$ cat src/ps2_mouse_packet_cursor_defines.svh
// assertion macros shared by the ps2 mouse packet cursor rtl
// no dependencies; taken in by `include where assertions are written
`ifndef PS2_MOUSE_PACKET_CURSOR_DEFINES_SVH
`define PS2_MOUSE_PACKET_CURSOR_DEFINES_SVH

// checked only while out of reset
`define PMC_ASSERT(lbl, clk, rstn, prop, msg) \
  lbl: assert property (@(posedge clk) disable iff (!rstn) (prop)) else $error(msg);

// checked at every edge, reset included
`define PMC_ASSERT_ALWAYS(lbl, clk, prop, msg) \
  lbl: assert property (@(posedge clk) (prop)) else $error(msg);

`endif

$ cat src/ps2mpc_pkg.sv
// types and constants of the ps2 mouse packet cursor
// no dependencies; used by scoped names in every module
package ps2mpc_pkg;

  localparam int unsigned ByteW = 8;
  localparam int unsigned PosW  = 12;
  localparam int unsigned DeltaW = 9;
  localparam int unsigned CfgIdxW = 2;

  // sync flag position in the first byte of a packet
  localparam int unsigned SyncBit = 3;

  localparam logic [PosW-1:0] CursorStart = 12'd200;
  localparam logic [PosW-1:0] WidthReset  = 12'd1024;
  localparam logic [PosW-1:0] HeightReset = 12'd768;

  // configuration register indexes
  typedef enum logic [CfgIdxW-1:0] {
    CFG_WIDTH  = 2'd0,
    CFG_HEIGHT = 2'd1
  } cfg_reg_e;

  // input stage content handed to the decoder
  typedef struct packed {
    logic             valid;
    logic [ByteW-1:0] data;
  } stage_t;

endpackage

$ cat src/ps2_mouse_packet_cursor.sv
// top level of the ps2 mouse packet cursor
// depends on ps2mpc_pkg, ps2mpc_in_reg and ps2mpc_decode
//
//  channel | handshake              | payload
//  --------+------------------------+----------------------------------------
//  in      | in_valid_i / in_stall_o | data_byte_i
//  out     | out_valid_o / out_stall_i | buttons, overflow flags, deltas, cursor
//  cfg     | cfg_valid_i / cfg_ready_o | cfg_index_i, cfg_data_i
//
// one byte is taken per cycle while in_stall_o is low; a result shows after its third
// byte passes the input register and then the result register
// reset clears the byte position, sets the cursor to 200,200 and the limits
// to 1024 and 768; configuration writes are always ready
// a held result stalls the input only when a packet end is waiting behind it
module ps2_mouse_packet_cursor (
  input  logic                                 clk_i,
  input  logic                                 rst_ni,
  input  logic                                 in_valid_i,
  output logic                                 in_stall_o,
  input  logic [ps2mpc_pkg::ByteW-1:0]         data_byte_i,
  input  logic                                 cfg_valid_i,
  output logic                                 cfg_ready_o,
  input  logic [ps2mpc_pkg::CfgIdxW-1:0]       cfg_index_i,
  input  logic [ps2mpc_pkg::PosW-1:0]          cfg_data_i,
  output logic                                 out_valid_o,
  input  logic                                 out_stall_i,
  output logic                                 left_button_o,
  output logic                                 right_button_o,
  output logic                                 middle_button_o,
  output logic                                 x_overflow_o,
  output logic                                 y_overflow_o,
  output logic signed [ps2mpc_pkg::DeltaW-1:0] delta_x_o,
  output logic signed [ps2mpc_pkg::DeltaW-1:0] delta_y_o,
  output logic [ps2mpc_pkg::PosW-1:0]          cursor_x_o,
  output logic [ps2mpc_pkg::PosW-1:0]          cursor_y_o
);

  ps2mpc_pkg::stage_t stage;
  logic               advance;

  assign cfg_ready_o = 1'b1;

  // input register
  ps2mpc_in_reg u_in_reg (
    .clk_i       (clk_i),
    .rst_ni      (rst_ni),
    .in_valid_i  (in_valid_i),
    .in_stall_o  (in_stall_o),
    .data_byte_i (data_byte_i),
    .advance_i   (advance),
    .stage_o     (stage)
  );

  // packet decode and cursor
  ps2mpc_decode u_decode (
    .clk_i           (clk_i),
    .rst_ni          (rst_ni),
    .stage_i         (stage),
    .advance_o       (advance),
    .cfg_valid_i     (cfg_valid_i),
    .cfg_index_i     (cfg_index_i),
    .cfg_data_i      (cfg_data_i),
    .out_valid_o     (out_valid_o),
    .out_stall_i     (out_stall_i),
    .left_button_o   (left_button_o),
    .right_button_o  (right_button_o),
    .middle_button_o (middle_button_o),
    .x_overflow_o    (x_overflow_o),
    .y_overflow_o    (y_overflow_o),
    .delta_x_o       (delta_x_o),
    .delta_y_o       (delta_y_o),
    .cursor_x_o      (cursor_x_o),
    .cursor_y_o      (cursor_y_o)
  );

endmodule

$ cat src/ps2mpc_in_reg.sv
// input register stage of the ps2 mouse packet cursor
// depends on ps2mpc_pkg
module ps2mpc_in_reg (
  input  logic                        clk_i,
  input  logic                        rst_ni,
  input  logic                        in_valid_i,
  output logic                        in_stall_o,
  input  logic [ps2mpc_pkg::ByteW-1:0] data_byte_i,
  input  logic                        advance_i,
  output ps2mpc_pkg::stage_t          stage_o
);

  logic                         valid_q, valid_d;
  logic [ps2mpc_pkg::ByteW-1:0] data_q;
  logic                         accept;

  // hold off only when the held byte cannot move on
  assign in_stall_o = valid_q && !advance_i;
  assign accept     = in_valid_i && !in_stall_o;

  always_comb begin
    valid_d = valid_q;
    if (accept) begin
      valid_d = 1'b1;
    end else if (advance_i) begin
      valid_d = 1'b0;
    end
  end

  // control state
  always_ff @(posedge clk_i or negedge rst_ni) begin
    if (!rst_ni) begin
      valid_q <= 1'b0;
    end else begin
      valid_q <= valid_d;
    end
  end

  // byte capture on transfer
  always_ff @(posedge clk_i) begin
    if (accept) begin
      data_q <= data_byte_i;
    end
  end

  assign stage_o.valid = valid_q;
  assign stage_o.data  = data_q;

endmodule

$ cat src/ps2mpc_decode.sv
// packet assembly, cursor update and result register
// depends on ps2mpc_pkg and ps2_mouse_packet_cursor_defines.svh
`include "ps2_mouse_packet_cursor_defines.svh"
module ps2mpc_decode (
  input  logic                                clk_i,
  input  logic                                rst_ni,
  input  ps2mpc_pkg::stage_t                  stage_i,
  output logic                                advance_o,
  input  logic                                cfg_valid_i,
  input  logic [ps2mpc_pkg::CfgIdxW-1:0]      cfg_index_i,
  input  logic [ps2mpc_pkg::PosW-1:0]         cfg_data_i,
  output logic                                out_valid_o,
  input  logic                                out_stall_i,
  output logic                                left_button_o,
  output logic                                right_button_o,
  output logic                                middle_button_o,
  output logic                                x_overflow_o,
  output logic                                y_overflow_o,
  output logic signed [ps2mpc_pkg::DeltaW-1:0] delta_x_o,
  output logic signed [ps2mpc_pkg::DeltaW-1:0] delta_y_o,
  output logic [ps2mpc_pkg::PosW-1:0]         cursor_x_o,
  output logic [ps2mpc_pkg::PosW-1:0]         cursor_y_o
);

  localparam int unsigned SumW = ps2mpc_pkg::PosW + 2;

  typedef enum logic [1:0] {
    POS_FIRST  = 2'd0,
    POS_SECOND = 2'd1,
    POS_THIRD  = 2'd2
  } pos_e;

  pos_e                              pos_q, pos_d;
  logic [ps2mpc_pkg::ByteW-1:0]      first_q, second_q;
  logic [ps2mpc_pkg::PosW-1:0]       width_q, height_q;
  logic [ps2mpc_pkg::PosW-1:0]       cur_x_q, cur_y_q, cur_x_d, cur_y_d;
  logic                              out_valid_q;
  logic [4:0]                        flags_q;
  logic signed [ps2mpc_pkg::DeltaW-1:0] dx_q, dy_q, dx, dy;
  logic                              out_free, complete, store_first;
  logic signed [SumW-1:0]            sum_x, sum_y;

  // clamp a signed sum to 0..limit
  function automatic logic [ps2mpc_pkg::PosW-1:0] clamp(
    input logic signed [SumW-1:0]       sum,
    input logic [ps2mpc_pkg::PosW-1:0]  limit
  );
    logic [ps2mpc_pkg::PosW-1:0] res;
    if (sum < 0) begin
      res = '0;
    end else if (sum[SumW-2:0] > {1'b0, limit}) begin
      res = limit;
    end else begin
      res = sum[ps2mpc_pkg::PosW-1:0];
    end
    return res;
  endfunction

  // handshake toward the input stage
  assign out_free  = !out_valid_q || !out_stall_i;
  assign advance_o = stage_i.valid && ((pos_q != POS_THIRD) || out_free);
  assign complete  = advance_o && (pos_q == POS_THIRD);

  // deltas from the stored bytes and the incoming third byte
  assign dx = {first_q[4], second_q};
  assign dy = {first_q[5], stage_i.data};

  // y grows downwards, so it moves against delta_y
  assign sum_x = $signed({2'b00, cur_x_q}) + SumW'(dx);
  assign sum_y = $signed({2'b00, cur_y_q}) - SumW'(dy);

  // byte position sequencing; an unused code counts as packet start
  always_comb begin
    pos_d       = pos_q;
    store_first = 1'b0;
    cur_x_d     = cur_x_q;
    cur_y_d     = cur_y_q;
    if (advance_o) begin
      case (pos_q)
        POS_SECOND: pos_d = POS_THIRD;
        POS_THIRD: begin
          pos_d   = POS_FIRST;
          cur_x_d = clamp(sum_x, width_q);
          cur_y_d = clamp(sum_y, height_q);
        end
        default: begin
          if (stage_i.data[ps2mpc_pkg::SyncBit]) begin
            pos_d       = POS_SECOND;
            store_first = 1'b1;
          end
        end
      endcase
    end
  end

  // state, configuration and result valid
  always_ff @(posedge clk_i or negedge rst_ni) begin
    if (!rst_ni) begin
      pos_q       <= POS_FIRST;
      cur_x_q     <= ps2mpc_pkg::CursorStart;
      cur_y_q     <= ps2mpc_pkg::CursorStart;
      width_q     <= ps2mpc_pkg::WidthReset;
      height_q    <= ps2mpc_pkg::HeightReset;
      out_valid_q <= 1'b0;
    end else begin
      pos_q   <= pos_d;
      cur_x_q <= cur_x_d;
      cur_y_q <= cur_y_d;
      if (cfg_valid_i) begin
        case (cfg_index_i)
          ps2mpc_pkg::CFG_WIDTH:  width_q  <= cfg_data_i;
          ps2mpc_pkg::CFG_HEIGHT: height_q <= cfg_data_i;
          default: ;
        endcase
      end
      if (complete) begin
        out_valid_q <= 1'b1;
      end else if (out_free) begin
        out_valid_q <= 1'b0;
      end
    end
  end

  // packet bytes and result payload
  always_ff @(posedge clk_i) begin
    if (store_first) begin
      first_q <= stage_i.data;
    end
    if (advance_o && (pos_q == POS_SECOND)) begin
      second_q <= stage_i.data;
    end
    if (complete) begin
      flags_q <= {first_q[7], first_q[6], first_q[2], first_q[1], first_q[0]};
      dx_q    <= dx;
      dy_q    <= dy;
    end
  end

  assign out_valid_o     = out_valid_q;
  assign left_button_o   = flags_q[0];
  assign right_button_o  = flags_q[1];
  assign middle_button_o = flags_q[2];
  assign x_overflow_o    = flags_q[3];
  assign y_overflow_o    = flags_q[4];
  assign delta_x_o       = dx_q;
  assign delta_y_o       = dy_q;
  assign cursor_x_o      = cur_x_q;
  assign cursor_y_o      = cur_y_q;

  `PMC_ASSERT(a_pos_legal, clk_i, rst_ni,
    (pos_q == POS_FIRST) || (pos_q == POS_SECOND) || (pos_q == POS_THIRD),
    "byte position reached unused code")
  `PMC_ASSERT(a_result_loaded, clk_i, rst_ni, complete |=> out_valid_q, "packet end gave no result")
  `PMC_ASSERT(a_drop_nosync, clk_i, rst_ni,
    (advance_o && pos_q == POS_FIRST && !stage_i.data[ps2mpc_pkg::SyncBit]) |=> pos_q == POS_FIRST,
    "byte without sync bit started a packet")
  `PMC_ASSERT(a_cursor_x_bound, clk_i, rst_ni, out_valid_q |-> cur_x_q <= width_q,
    "cursor x beyond width limit")

endmodule
$ cat config.mk
export PLATFORM = sky130hd
export DESIGN_NAME = ps2_mouse_packet_cursor
export DESIGN_NICKNAME = d
export VERILOG_FILES = /design/src/ps2mpc_pkg.sv /design/src/ps2_mouse_packet_cursor.sv /design/src/ps2mpc_in_reg.sv /design/src/ps2mpc_decode.sv
export VERILOG_INCLUDE_DIRS = /design/src /design/src/src
export SDC_FILE = /design/constraint.sdc
export NUM_CORES = 1
export LEC_CHECK = 0
export BUFFER_PORTS_ARGS = -buffer_cell sky130_fd_sc_hd__buf_2
export CORE_MARGIN = 1
export CORE_UTILIZATION = 44
export DETAILED_ROUTE_END_ITERATION = 12
export GPL_ROUTABILITY_DRIVEN = 0
export PLACE_DENSITY = 0.63
export SLEW_MARGIN = 0
export SYNTH_ARGS = -nofsm -noshare
export SYNTH_HDL_FRONTEND = slang
export SYNTH_SLANG_ARGS = --single-unit
$ cat constraint.sdc
create_clock -name clk_i -period 6.2 [get_ports clk_i]
set_input_delay 0.31 -clock clk_i [delete_from_list [all_inputs] [get_ports clk_i]]
set_output_delay 0.31 -clock clk_i [all_outputs]
set_load 0.02 [all_outputs]
==> insert_results.sql, run 1 <==
INSERT INTO impl_metrics (metric_group, metric, value, unit) VALUES
('grt', 'globalRouteOverflowTotal', '0', ''),
('pwr', 'ir_worst_vdd', '0.000233', 'V'),
('logic_synthesis', 'synth.ff_latch_count', '98', ''),
('place', 'dpl.cell_count', '726', ''),
('setup_path', 'timing.critical_path.fanout_max', '13', ''),
('detailed_routing', 'via_per_inst', '5.10', ''),
('setup_path', 'worst_ep_arrival_time', '4.55', 'ns'),
('sta', 'worst_slew_margin_rel', '25.7', '%'),
('logic_synthesis', 'post_synth_main_area_contributors', 'edfxtp_1, dfrtp_1, ha_1', ''),
('job', 'cap_viol_max_count', '0', ''),
('clock_network', 'clock_buffers_created_by_tritoncts', '9', ''),
('sta', 'slew_violations', '0', ''),
('pwr', 'pleak', '2.86', 'nW'),
('grt', 'grt_max_degree', '53', ''),
('pwr', 'powerDensity', '485', 'nW/um2'),
('floorplan', 'effective_utilization_at_floorplan', '45.2', '%'),
('logic_synthesis', 'ys.flop_type', 'edfxtp_1', ''),
('logic_synthesis', 'post_synth_num_cell_types', '61', ''),
('min_path', 'min_path_type', 'in2async', ''),
('clock_network', 'cts.repair.resized', '0', ''),
('sta', 'hold-worst-slack', '0.0701', 'ns'),
('detailed_routing', 'vias', '3791', ''),
('detailed_routing', 'antenna_left', '0', ''),
('detailed_routing', 'detail_route.first_pass.iterations', '4', ''),
('setup_path', 'timing.critical_path.from_type', 'flip-flop', ''),
('layout', 'num-fill-cells', '1058', ''),
('layout', 'post_route_cells_drive_above_1_share', '23.5', '%'),
('logic_synthesis', 'yosysTopAreaCellShare', '25.3', '%'),
('layout', 'area_growth', '15.7', '%'),
('layout', 'finalNonFillerCells', '743', ''),
('floorplan', 'rows', '40', ''),
('sta', 'grt_setup_unrepaired', 'no', ''),
('layout', 'nNetsFinal', '650', ''),
('clock_network', 'cts_hold_repair.buffers', '0', ''),
('logic_synthesis', 'synth_largest_area_cell', 'edfxtp_1', ''),
('clock_network', 'worst_setup_hold_path_clk_slew', '0.07', 'ns'),
('detailed_routing', 'drc_errors', '0', ''),
('setup_path', 'timing_worst_setup_path_type', 'reg2reg', ''),
('logic_synthesis', 'synthArstFlopShare', '53.1', '%'),
('clock_network', 'cts.root.buffer_cell', 'clkbuf_16', ''),
('detailed_routing', 'post_drt_wl_per_cell', '16.0', 'um'),
('logic_synthesis', 'syn_inst', '491', ''),
('grt', 'via_count_of_the_first_global_routing_pass', '3713', ''),
('sta', 'final-setup-viol-count', '0', ''),
('clock_network', 'post-cts-setup-buffer-count', '0', ''),
('sta', 'timing_worst_slew_pin_value', '1.11', 'ns'),
('layout', 'utilization', '52.3', '%'),
('sta', 'final_period_demand_of_the_worst_path', '4.35', 'ns'),
('floorplan', 'chipHeight', '113', 'um'),
('logic_synthesis', 'synth_area', '5460', 'um2'),
('grt', 'antenna_found_initial', '1', ''),
('setup_path', 'cp.required', '6.40', 'ns'),
('logic_synthesis', 'synth-seq-area-share', '49.4', '%'),
('clock_network', 'clkSinkCount', '98', ''),
('clock_network', 'clockBufferDepth', '2', ''),
('floorplan', 'die_w', '113', 'um'),
('clock_network', 'ctsHtreeMaxLevel', '3', ''),
('place', 'dp_hpwl', '8980', 'um'),
('sta', 'setup_total_negative_slack', '0', 'ns'),
('floorplan', 'io_pins', '77', ''),
('grt', 'grt_usage', '19.7', '%'),
('sta', 'fin_crit_sh', '70.2', '%'),
('sta', 'timing_hold_violations_final', '0', ''),
('floorplan', 'die_area', '12800', 'um2'),
('detailed_routing', 'starting_drt_drc_count', '205', ''),
('logic_synthesis', 'synthesis.area_per_instance', '11.1', 'um2'),
('sta', 'worst_clock_skew', '0.00996', 'ns'),
('setup_path', 'worstSetupEndpointType', 'flip-flop', ''),
('logic_synthesis', 'number_of_enable_type_register_cells_in_the_synthesized_netlist', '46', ''),
('clock_network', 'clock_tree_from_tritoncts', 'yes', ''),
('logic_synthesis', 'postSynthNetCount', '572', ''),
('sta', 'max_freq', '0.230', 'GHz'),
('floorplan', 'fp.coreArea', '12100', 'um2'),
('place', 'io_buf_count', '75', ''),
('grt', 'wire_length_of_the_first_global_routing_pass', '19100', 'um'),
('logic_synthesis', 'ys_warns', '0', ''),
('detailed_routing', 'drt_wl_total', '11900', 'um'),
('run_status', 'outcome', 'finished clean', ''),
('clock_network', 'worst_skew_late_latency', '0.35', 'ns');
## worst max-delay path, stage by stage (launching register included)
cell and delay (ns):
edfxtp_1 0.45, ha_1 0.26, fa_1 0.29, nor2b_4 0.06, o31a_4 0.31, or3_2 0.45, a31oi_1 0.21, xnor2_1 0.11
ha_1 0.33, nand3_1 0.10, nor4_1 0.34, a21oi_1 0.13, a211oi_4 0.79, mux2i_1 0.28, o22ai_1 0.09
## Yosys cell counts (all sizes together), types with 6 or more instances
| cell | count |
|---|---|
| a21o | 8 |
| a21oi | 18 |
| a31oi | 6 |
| clkbuf | 6 |
| dfrtp | 43 |
| dfstp | 9 |
| edfxtp | 46 |
| ha | 52 |
| inv | 47 |
| mux2 | 14 |
| mux2i | 24 |
| nand2 | 41 |
| nand3 | 7 |
| nand4 | 6 |
| nor2 | 25 |
| nor2b | 7 |
| nor3 | 9 |
| o21a | 7 |
| o21ai | 44 |
| xnor2 | 14 |
## layout make-up
class	instances	area, um2	share of cell area [%]
Antenna cell	1	2.50	0.0396
Clock buffer	11	243	3.84
Clock inverter	5	61.3	0.971
Inverter	48	180	2.85
Multi-Input combinational cell	334	2520	40.0
Sequential cell	98	2690	42.7
Tap cell	168	210	3.33
Timing Repair Buffer	78	398	6.30
## layer usage
metal / vias to the layer above / part of all wire, % / GRT usage [%]
met5: - / 0 / 0
met4: 0 / 1.6 / 7.89
met3: 15 / 3.2 / 3.48
met2: 60 / 47 / 32.3
met1: 1809 / 48 / 26.0
li1: 1907 / - / -
## cells by family after synthesis
logic type	after synthesis	share of synthesized area [%]
xor+xnor	18	2.89
compound gates	103	12.2
simple gates	120	11.0
fa+ha+maj	54	12.7
mux	38	7.29
flops	98	49.4
buf+inv	59	4.43
other cells	1	0.0687
## report_power, final
group | internal, W | switching (W) | leakage, nW
combinational | 0.000652 | 0.000884 | 1.65
sequential | 0.000850 | 0.000102 | 1.06
clock | 0.000327 | 0.000245 | 0.151
total | 0.00183 | 0.00123 | 2.86
## path summary, 6_finish.rpt
| check | end | startpoint | cells past startpoint | slack [ns] |
|---|---|---|---|---|
| max | u_decode.cursor_y_o[1]$_DFFE_PN0P_ | u_in_reg.data_q[0]$_DFFE_PP_ | 14 | 1.85 |
| min | u_decode.cursor_y_o[1]$_DFFE_PN0P_ | rst_ni | 2 | 0.07 |
| max reg2reg | u_decode.cursor_y_o[1]$_DFFE_PN0P_ | u_in_reg.data_q[0]$_DFFE_PP_ | 14 | 1.85 |
| min reg2reg | u_decode.flags_q[3]$_DFFE_PP_ | u_decode.first_q[6]$_DFFE_PP_ | 0 | 0.42 |
| max in group asynchronous | u_decode.cursor_y_o[8]$_DFFE_PN0P_ | rst_ni | 2 | 5.66 |
| min in group clk_i | u_in_reg.data_q[4]$_DFFE_PP_ | data_byte_i[4] | 1 | 0.13 |
## flip-flops by register name, indices dropped and copies added (netlist names)
register              count
u_in_reg.data_q           8
u_decode.cursor_x_o      12
u_decode.width_q         12
u_in_reg.valid_q          1
u_decode.height_q        12
u_decode.second_q         8
u_decode.delta_x_o        9
u_decode.out_valid_o      1
u_decode.delta_y_o        9
u_decode.first_q          7
u_decode.cursor_y_o      12
u_decode.flags_q          5
u_decode.pos_q            2
## through the flow
| stage | cell area, um2 | total power, W | setup slack, ns |
|---|---|---|---|
| floorplan | 5460 | 0.00215 | 2.50 |
| global placement | 6010 | 0.00245 | 1.93 |
| detailed placement | 6010 | 0.00250 | 1.88 |
| CTS | 6310 | 0.00308 | 1.86 |
| global route | 6310 | 0.00330 | 1.52 |
| finish | 6310 | 0.00306 | 1.85 |
## layout by cell type, fill, tap and decap left out, drive strengths merged, types with 2 or more instances in the layout
master,count
edfxtp,46
o31a,2
a211oi,3
fa,2
nand2b,4
nand3,7
clkbuf,11
a21o,8
nor4,2
a21oi,18
nor2b,7
mux2i,24
nand3b,2
or2,3
and2,5
or3,2
ha,52
o21ai,44
o21a,7
dfrtp,43
o22ai,5
nand4,6
o31ai,2
a31oi,6
clkinv,3
xnor2,14
nand2,41
and3,5
nor3,9
inv,49
dfstp,9
nor2,25
o311ai,2
xor2,4
mux2,14
buf,78
Power figures use the tool's default switching activity.
==> run 2: changes to the inputs <==
--- a/config.mk
+++ b/config.mk
@@ -11,7 +11,7 @@
 export CORE_UTILIZATION = 44
 export DETAILED_ROUTE_END_ITERATION = 12
 export GPL_ROUTABILITY_DRIVEN = 0
-export PLACE_DENSITY = 0.63
+export PLACE_DENSITY = 0.65
 export SLEW_MARGIN = 0
 export SYNTH_ARGS = -nofsm -noshare
 export SYNTH_HDL_FRONTEND = slang
==> constraint.sdc (replaced) <==
create_clock -name clk_i -period 3.8 [get_ports clk_i]
set_input_delay 0.19 -clock clk_i [delete_from_list [all_inputs] [get_ports clk_i]]
set_output_delay 0.19 -clock clk_i [all_outputs]
set_load 0.02 [all_outputs]
==> insert_results.sql, run 2 (synthesized netlist as in run 1, its figures left out) <==
INSERT INTO impl_metrics (metric_group, metric, value, unit) VALUES
('run_status', 'outcome', 'finished clean', ''),
('pwr', 'pleak', '3.02', 'nW'),
('floorplan', 'rows', '40', ''),
('setup_path', 'crit_path_start', 'u_decode.cursor_y_o[2]$_DFFE_PN0P_', ''),
('clock_network', 'clock_tree_from_tritoncts', 'yes', ''),
('setup_path', 'critical-path-top-delay-family', 'compound AO/OA/AOI/OAI gates', ''),
('setup_path', 'worst_ep_arrival_time', '3.91', 'ns'),
('clock_network', 'clockBufferDepth', '2', ''),
('detailed_routing', 'vias', '3978', ''),
('layout', 'layout_common_cells', 'buf_2, ha_1, inv_1, edfxtp_1, dfrtp_1', ''),
('sta', 'timing_hold_violations_final', '0', ''),
('layout', 'area_growth', '22.8', '%'),
('setup_path', 'critical_path.max_stage_delay', '0.41', 'ns'),
('setup_path', 'cp.required', '4.00', 'ns'),
('sta', 'worst_slew_margin_rel', '26.6', '%'),
('floorplan', 'chipHeight', '113', 'um'),
('setup_path', 'r2r-start', 'u_decode.cursor_y_o[2]$_DFFE_PN0P_', ''),
('layout', 'diodes', '0', ''),
('pwr', 'final_total_pwr', '0.00554', 'W'),
('grt', 'wire_length_of_the_first_global_routing_pass', '19300', 'um'),
('floorplan', 'io_pins', '77', ''),
('sta', 'max_freq', '0.270', 'GHz'),
('floorplan', 'die_area', '12800', 'um2'),
('detailed_routing', 'drc_errors', '0', ''),
('layout', 'nNetsFinal', '672', ''),
('setup_path', 'critical_path.slowest_cell', 'dfrtp_1', ''),
('clock_network', 'clock_buffers_created_by_tritoncts', '9', ''),
('sta', 'fin_crit_sh', '97.6', '%'),
('pwr', 'ir_worst_vdd', '0.000344', 'V'),
('detailed_routing', 'via_per_inst', '5.21', ''),
('sta', 'setup_total_negative_slack', '0', 'ns'),
('detailed_routing', 'post_drt_wl_per_cell', '16.5', 'um'),
('layout', 'layout_commonest_cell', 'buf_2', ''),
('floorplan', 'fp.coreArea', '12100', 'um2'),
('setup_path', 'r2r_slack', '0.09', 'ns'),
('pwr', 'powerDensity', '827', 'nW/um2'),
('setup_path', 'critical_path.cell_chain', 'ha_1 > nor2b_4 > o31a_4 > o311ai_4 > nand2_1 > nor2_1 > xnor2_1 > ha_1 > a21o_1 > a21oi_2 > and3_2 > o21ai_1 > a211oi_4 > buf_6 > mux2i_1 > o21ai_0', ''),
('min_path', 'min_path_type', 'in2reg', ''),
('grt', 'globalRouteOverflowTotal', '0', ''),
('clock_network', 'worst_setup_hold_path_clk_slew', '0.07', 'ns'),
('grt', 'antenna_found_initial', '0', ''),
('setup_path', 'worstPathBufferInverterCount', '1', ''),
('layout', 'post_route_cells_drive_above_1_share', '30.2', '%'),
('clock_network', 'worst_skew_late_latency', '0.35', 'ns'),
('sta', 'worst_clock_skew', '0.00796', 'ns'),
('sta', 'timing_worst_slew_pin_value', '1.10', 'ns'),
('floorplan', 'effective_utilization_at_floorplan', '45.2', '%'),
('clock_network', 'ctsHtreeMaxLevel', '3', ''),
('setup_path', 'timing_worst_setup_path_type', 'reg2reg', ''),
('clock_network', 'cts.root.buffer_cell', 'clkbuf_16', ''),
('grt', 'grt_usage', '19.8', '%'),
('grt', 'via_count_of_the_first_global_routing_pass', '3879', ''),
('setup_path', 'cp.depth', '16', ''),
('place', 'io_buf_count', '75', ''),
('setup_path', 'critical-path-top-cell-by-count', 'ha_1', ''),
('sta', 'slew_violations', '0', ''),
('detailed_routing', 'antenna_left', '0', ''),
('setup_path', 'timing.critical_path.fanout_max', '6', ''),
('job', 'cap_viol_max_count', '0', ''),
('detailed_routing', 'drt_wl_total', '12600', 'um'),
('sta', 'grt_setup_unrepaired', 'yes', ''),
('sta', 'final-setup-viol-count', '0', ''),
('clock_network', 'clkSinkCount', '98', ''),
('floorplan', 'die_w', '113', 'um'),
('place', 'dp_hpwl', '9280', 'um'),
('sta', 'final_period_demand_of_the_worst_path', '3.71', 'ns'),
('setup_path', 'timing.critical_path.from_type', 'flip-flop', ''),
('setup_path', 'number_of_cells_on_the_worst_reg_to_reg_path', '16', ''),
('detailed_routing', 'starting_drt_drc_count', '250', ''),
('setup_path', 'worstSetupEndpointType', 'flip-flop', ''),
('setup_path', 'worst_setup_path_endpoint', 'u_decode.cursor_y_o[2]$_DFFE_PN0P_', ''),
('detailed_routing', 'detail_route.first_pass.iterations', '4', ''),
('grt', 'grt_max_degree', '53', ''),
('setup_path', 'crit-reg2reg-capture', 'u_decode.cursor_y_o[2]$_DFFE_PN0P_', '');
run 2: layer usage:
metal,wire length (um),vias up,track usage [%]
li1,-,1944,-
met1,5520,1906,25.3
met2,6370,112,34.2
met3,536,16,4.28
met4,175,0,5.18
met5,0,-,0
run 2: cell type report:
type | count | area, um2
Clock inverter | 7 | 110
Fill cell | 1026 | 5370
Inverter | 48 | 180
Tap cell | 168 | 210
Clock buffer | 9 | 225
Multi-Input combinational cell | 334 | 2670
Sequential cell | 98 | 2690
Timing Repair Buffer | 100 | 603
run 2: metrics by stage:
stage / hold WS, ns / area (um2) / instances / utilization [%] / setup slack (ns)
6_report: 0.0209 / 6700 / 764 / 55.5 / 0.0898
5_1_grt: 0.00438 / 6700 / 764 / 55.5 / -0.0886
4_1_cts: 0.0109 / 6480 / 758 / 53.7 / 0.00733
3_5_place_dp: 0.362 / 6130 / 741 / 50.8 / 0.0117
3_3_place_gp: 0.361 / 6130 / 741 / 50.8 / 0.0661
2_1_floorplan: -0.106 / 5460 / 491 / - / 0.0951
run 2: how the worst min path moves through the flow:
stage	startpoint	end	slack (ns)	cells past startpoint
floorplan	rst_ni	u_decode.cursor_x_o[0]$_DFFE_PN0P_	-0.11	0
global placement	rst_ni	u_decode.cursor_y_o[5]$_DFFE_PN0P_	0.36	2
detailed placement	rst_ni	u_decode.cursor_y_o[5]$_DFFE_PN0P_	0.36	2
CTS	data_byte_i[7]	u_in_reg.data_q[7]$_DFFE_PP_	0.01	1
global route	data_byte_i[7]	u_in_reg.data_q[7]$_DFFE_PP_	0.004	1
finish	data_byte_i[6]	u_in_reg.data_q[6]$_DFFE_PP_	0.02	1
run 2: repair_timing:
item	in CTS	in global routing
pin swaps	0	12
cloned	0	1
buffers inserted	0	5
gates resized for setup	1	31
hold buffers	1	0
endpoints found under the setup margin	3	24
endpoints found under the hold margin	11	0
run 2: power by group:
part	switching, W	internal, W	leakage (nW)	total, W
logic	0.00163	0.00134	1.79	0.00298
clock network	0.000420	0.000591	0.165	0.00101
registers	0.000166	0.00139	1.06	0.00155
==> run 3: changes to the inputs <==
--- a/config.mk
+++ b/config.mk
@@ -12,6 +12,7 @@
 export DETAILED_ROUTE_END_ITERATION = 12
 export GPL_ROUTABILITY_DRIVEN = 0
 export PLACE_DENSITY = 0.65
+export RECOVER_POWER = 50
 export SLEW_MARGIN = 0
 export SYNTH_ARGS = -nofsm -noshare
 export SYNTH_HDL_FRONTEND = slang
==> insert_results.sql, run 3 (synthesized netlist as in run 1, its figures left out) <==
INSERT INTO impl_metrics (metric_group, metric, value, unit) VALUES
('clock_network', 'clockBufferDepth', '2', ''),
('layout', 'num-fill-cells', '1048', ''),
('min_path', 'min_path_type', 'in2reg', ''),
('pwr', 'ir_worst_vdd', '0.000344', 'V'),
('place', 'dpl.cell_count', '741', ''),
('setup_path', 'cp.required', '4.00', 'ns'),
('layout', 'layout_commonest_cell', 'buf_2', ''),
('detailed_routing', 'vias', '3930', ''),
('detailed_routing', 'drt_wl_total', '12600', 'um'),
('grt', 'via_count_of_the_first_global_routing_pass', '3879', ''),
('sta', 'timing_hold_violations_final', '0', ''),
('job', 'cap_viol_max_count', '1', ''),
('detailed_routing', 'via_per_inst', '5.14', ''),
('setup_path', 'timing.critical_path.from_type', 'flip-flop', ''),
('layout', 'finalNonFillerCells', '764', ''),
('layout', 'area_growth', '21.8', '%'),
('detailed_routing', 'antenna_left', '0', ''),
('clock_network', 'ctsHtreeMaxLevel', '3', ''),
('grt', 'wire_length_of_the_first_global_routing_pass', '19300', 'um'),
('setup_path', 'crit_path_start', 'u_decode.cursor_y_o[2]$_DFFE_PN0P_', ''),
('clock_network', 'clock_tree_from_tritoncts', 'yes', ''),
('layout', 'utilization', '55.1', '%'),
('floorplan', 'rows', '40', ''),
('layout', 'layout_common_cells', 'buf_2, ha_1, inv_1, edfxtp_1, dfrtp_1', ''),
('sta', 'timing_worst_slew_pin_value', '2.89', 'ns'),
('sta', 'fin_crit_sh', '97.6', '%'),
('place', 'dp_worst_setup_slack', '0.0117', 'ns'),
('sta', 'final_critical_path_setup_slack', '0.0905', 'ns'),
('floorplan', 'chipHeight', '113', 'um'),
('sta', 'max_freq', '0.270', 'GHz'),
('floorplan', 'fp.coreArea', '12100', 'um2'),
('sta', 'grt_setup_unrepaired', 'yes', ''),
('run_status', 'outcome', 'finished, violations left', ''),
('setup_path', 'timing.critical_path.fanout_max', '6', ''),
('sta', 'final_period_demand_of_the_worst_path', '3.71', 'ns'),
('grt', 'grt_max_degree', '53', ''),
('floorplan', 'io_pins', '77', ''),
('run_status', 'failed_checks', 'capacitance limit, slew limit', ''),
('layout', 'finish.instance_area', '6640', 'um2'),
('clock_network', 'cts.root.buffer_cell', 'clkbuf_16', ''),
('layout', 'diodes', '0', ''),
('clock_network', 'clkSinkCount', '98', ''),
('clock_network', 'clock_buffers_created_by_tritoncts', '9', ''),
('sta', 'final-setup-viol-count', '0', ''),
('sta', 'worst_clock_skew', '0.00812', 'ns'),
('place', 'dp_hpwl', '9280', 'um'),
('setup_path', 'r2r-start', 'u_decode.cursor_y_o[2]$_DFFE_PN0P_', ''),
('min_path', 'holdCritStartpoint', 'data_byte_i[6]', ''),
('place', 'placed_area', '6130', 'um2'),
('setup_path', 'worstSetupEndpointType', 'flip-flop', ''),
('sta', 'setup_total_negative_slack', '0', 'ns'),
('floorplan', 'effective_utilization_at_floorplan', '45.2', '%'),
('layout', 'nNetsFinal', '672', ''),
('detailed_routing', 'drc_errors', '0', ''),
('setup_path', 'timing_worst_setup_path_type', 'reg2reg', ''),
('setup_path', 'worst_ep_arrival_time', '3.91', 'ns'),
('place', 'io_buf_count', '75', ''),
('detailed_routing', 'starting_drt_drc_count', '242', ''),
('layout', 'post_route_cells_drive_above_1_share', '25.5', '%'),
('clock_network', 'worst_skew_late_latency', '0.34', 'ns'),
('floorplan', 'die_area', '12800', 'um2'),
('sta', 'slew_violations', '53', ''),
('grt', 'globalRouteOverflowTotal', '0', ''),
('grt', 'grt_usage', '19.8', '%'),
('layout', 'seq_area', '2690', 'um2'),
('pwr', 'pleak', '2.94', 'nW'),
('sta', 'worst_slew_margin_rel', '-92.8', '%'),
('clock_network', 'worst_setup_hold_path_clk_slew', '0.07', 'ns'),
('detailed_routing', 'detail_route.first_pass.iterations', '5', ''),
('pwr', 'powerDensity', '831', 'nW/um2'),
('grt', 'antenna_found_initial', '0', ''),
('floorplan', 'die_w', '113', 'um'),
('detailed_routing', 'post_drt_wl_per_cell', '16.5', 'um'),
('layout', 'multi_input_logic_area', '2670', 'um2');
run 3: changes by cell type in the layout (fill, tap and decap cells not counted):
cell,delta
clkbuf_1,+28
buf_2,-21
buf_4,-7
run 3: critical path, stage by stage, from the launching register on:
cell and delay, ns:
dfrtp_1 0.41, ha_1 0.36, nor2b_4 0.15, o31a_4 0.30, o311ai_4 0.29, nand2_1 0.09
nor2_1 0.14, xnor2_1 0.18, ha_1 0.29, a21o_1 0.17, a21oi_2 0.16, and3_2 0.18
o21ai_1 0.09, a211oi_4 0.29, buf_6 0.18, mux2i_1 0.17, o21ai_0 0.09
run 3: per-stage QoR:
stage                     hold WS [ns]  total power [W]
final                           0.0237          0.00552
after floorplan                 -0.106          0.00350
after global routing           0.00438          0.00591
after CTS                       0.0109          0.00521
after global placement           0.361          0.00411
after detailed placement         0.362          0.00419
run 3: final timing paths:
path | slack, ns | to | depth (start not counted)
worst max-delay path | 0.09 | u_decode.cursor_y_o[2]$_DFFE_PN0P_ | 16
worst min-delay path | 0.02 | u_in_reg.data_q[6]$_DFFE_PP_ | 1
worst max register to register | 0.09 | u_decode.cursor_y_o[2]$_DFFE_PN0P_ | 16
worst min register to register | 0.42 | u_decode.flags_q[3]$_DFFE_PP_ | 0
max in group asynchronous | 0.76 | u_decode.cursor_x_o[11]$_DFFE_PN0P_ | 3
min in group asynchronous | 1.40 | u_decode.cursor_y_o[5]$_DFFE_PN0P_ | 3
run 3: repair_timing:
item | in CTS | in global routing
pin swaps | 0 | 12
resized for setup | 1 | 31
buffers inserted | 0 | 5
gates cloned | 0 | 1
hold buffers | 1 | 0
endpoints found under the hold margin | 11 | 0
setup endpoints to repair | 3 | 24
run 3: final cells by class:
class | count | share of cell area, %
clock inverters | 7 | 1.66
repair buffers | 100 | 8.29
well taps | 168 | 3.16
multi-input cells | 334 | 40.2
flip-flops and latches | 98 | 40.5
inverters | 48 | 2.71
clock buffers | 9 | 3.39
run 3: power by group:
part	total (W)	internal (W)	switching, W
registers	0.00155	0.00139	0.000167
clock network	0.00101	0.000591	0.000418
logic	0.00296	0.00133	0.00163
total	0.00552	0.00331	0.00221
run 3: per-layer routing:
| layer | wire length, um | up-vias | global-route usage [%] |
|---|---|---|---|
| met2 | 6470 | 109 | 34.2 |
| met4 | 144 | 0 | 5.18 |
| met5 | 0 | - | 0 |
| li1 | - | 1942 | - |
| met1 | 5500 | 1867 | 25.3 |
| met3 | 508 | 12 | 4.28 |
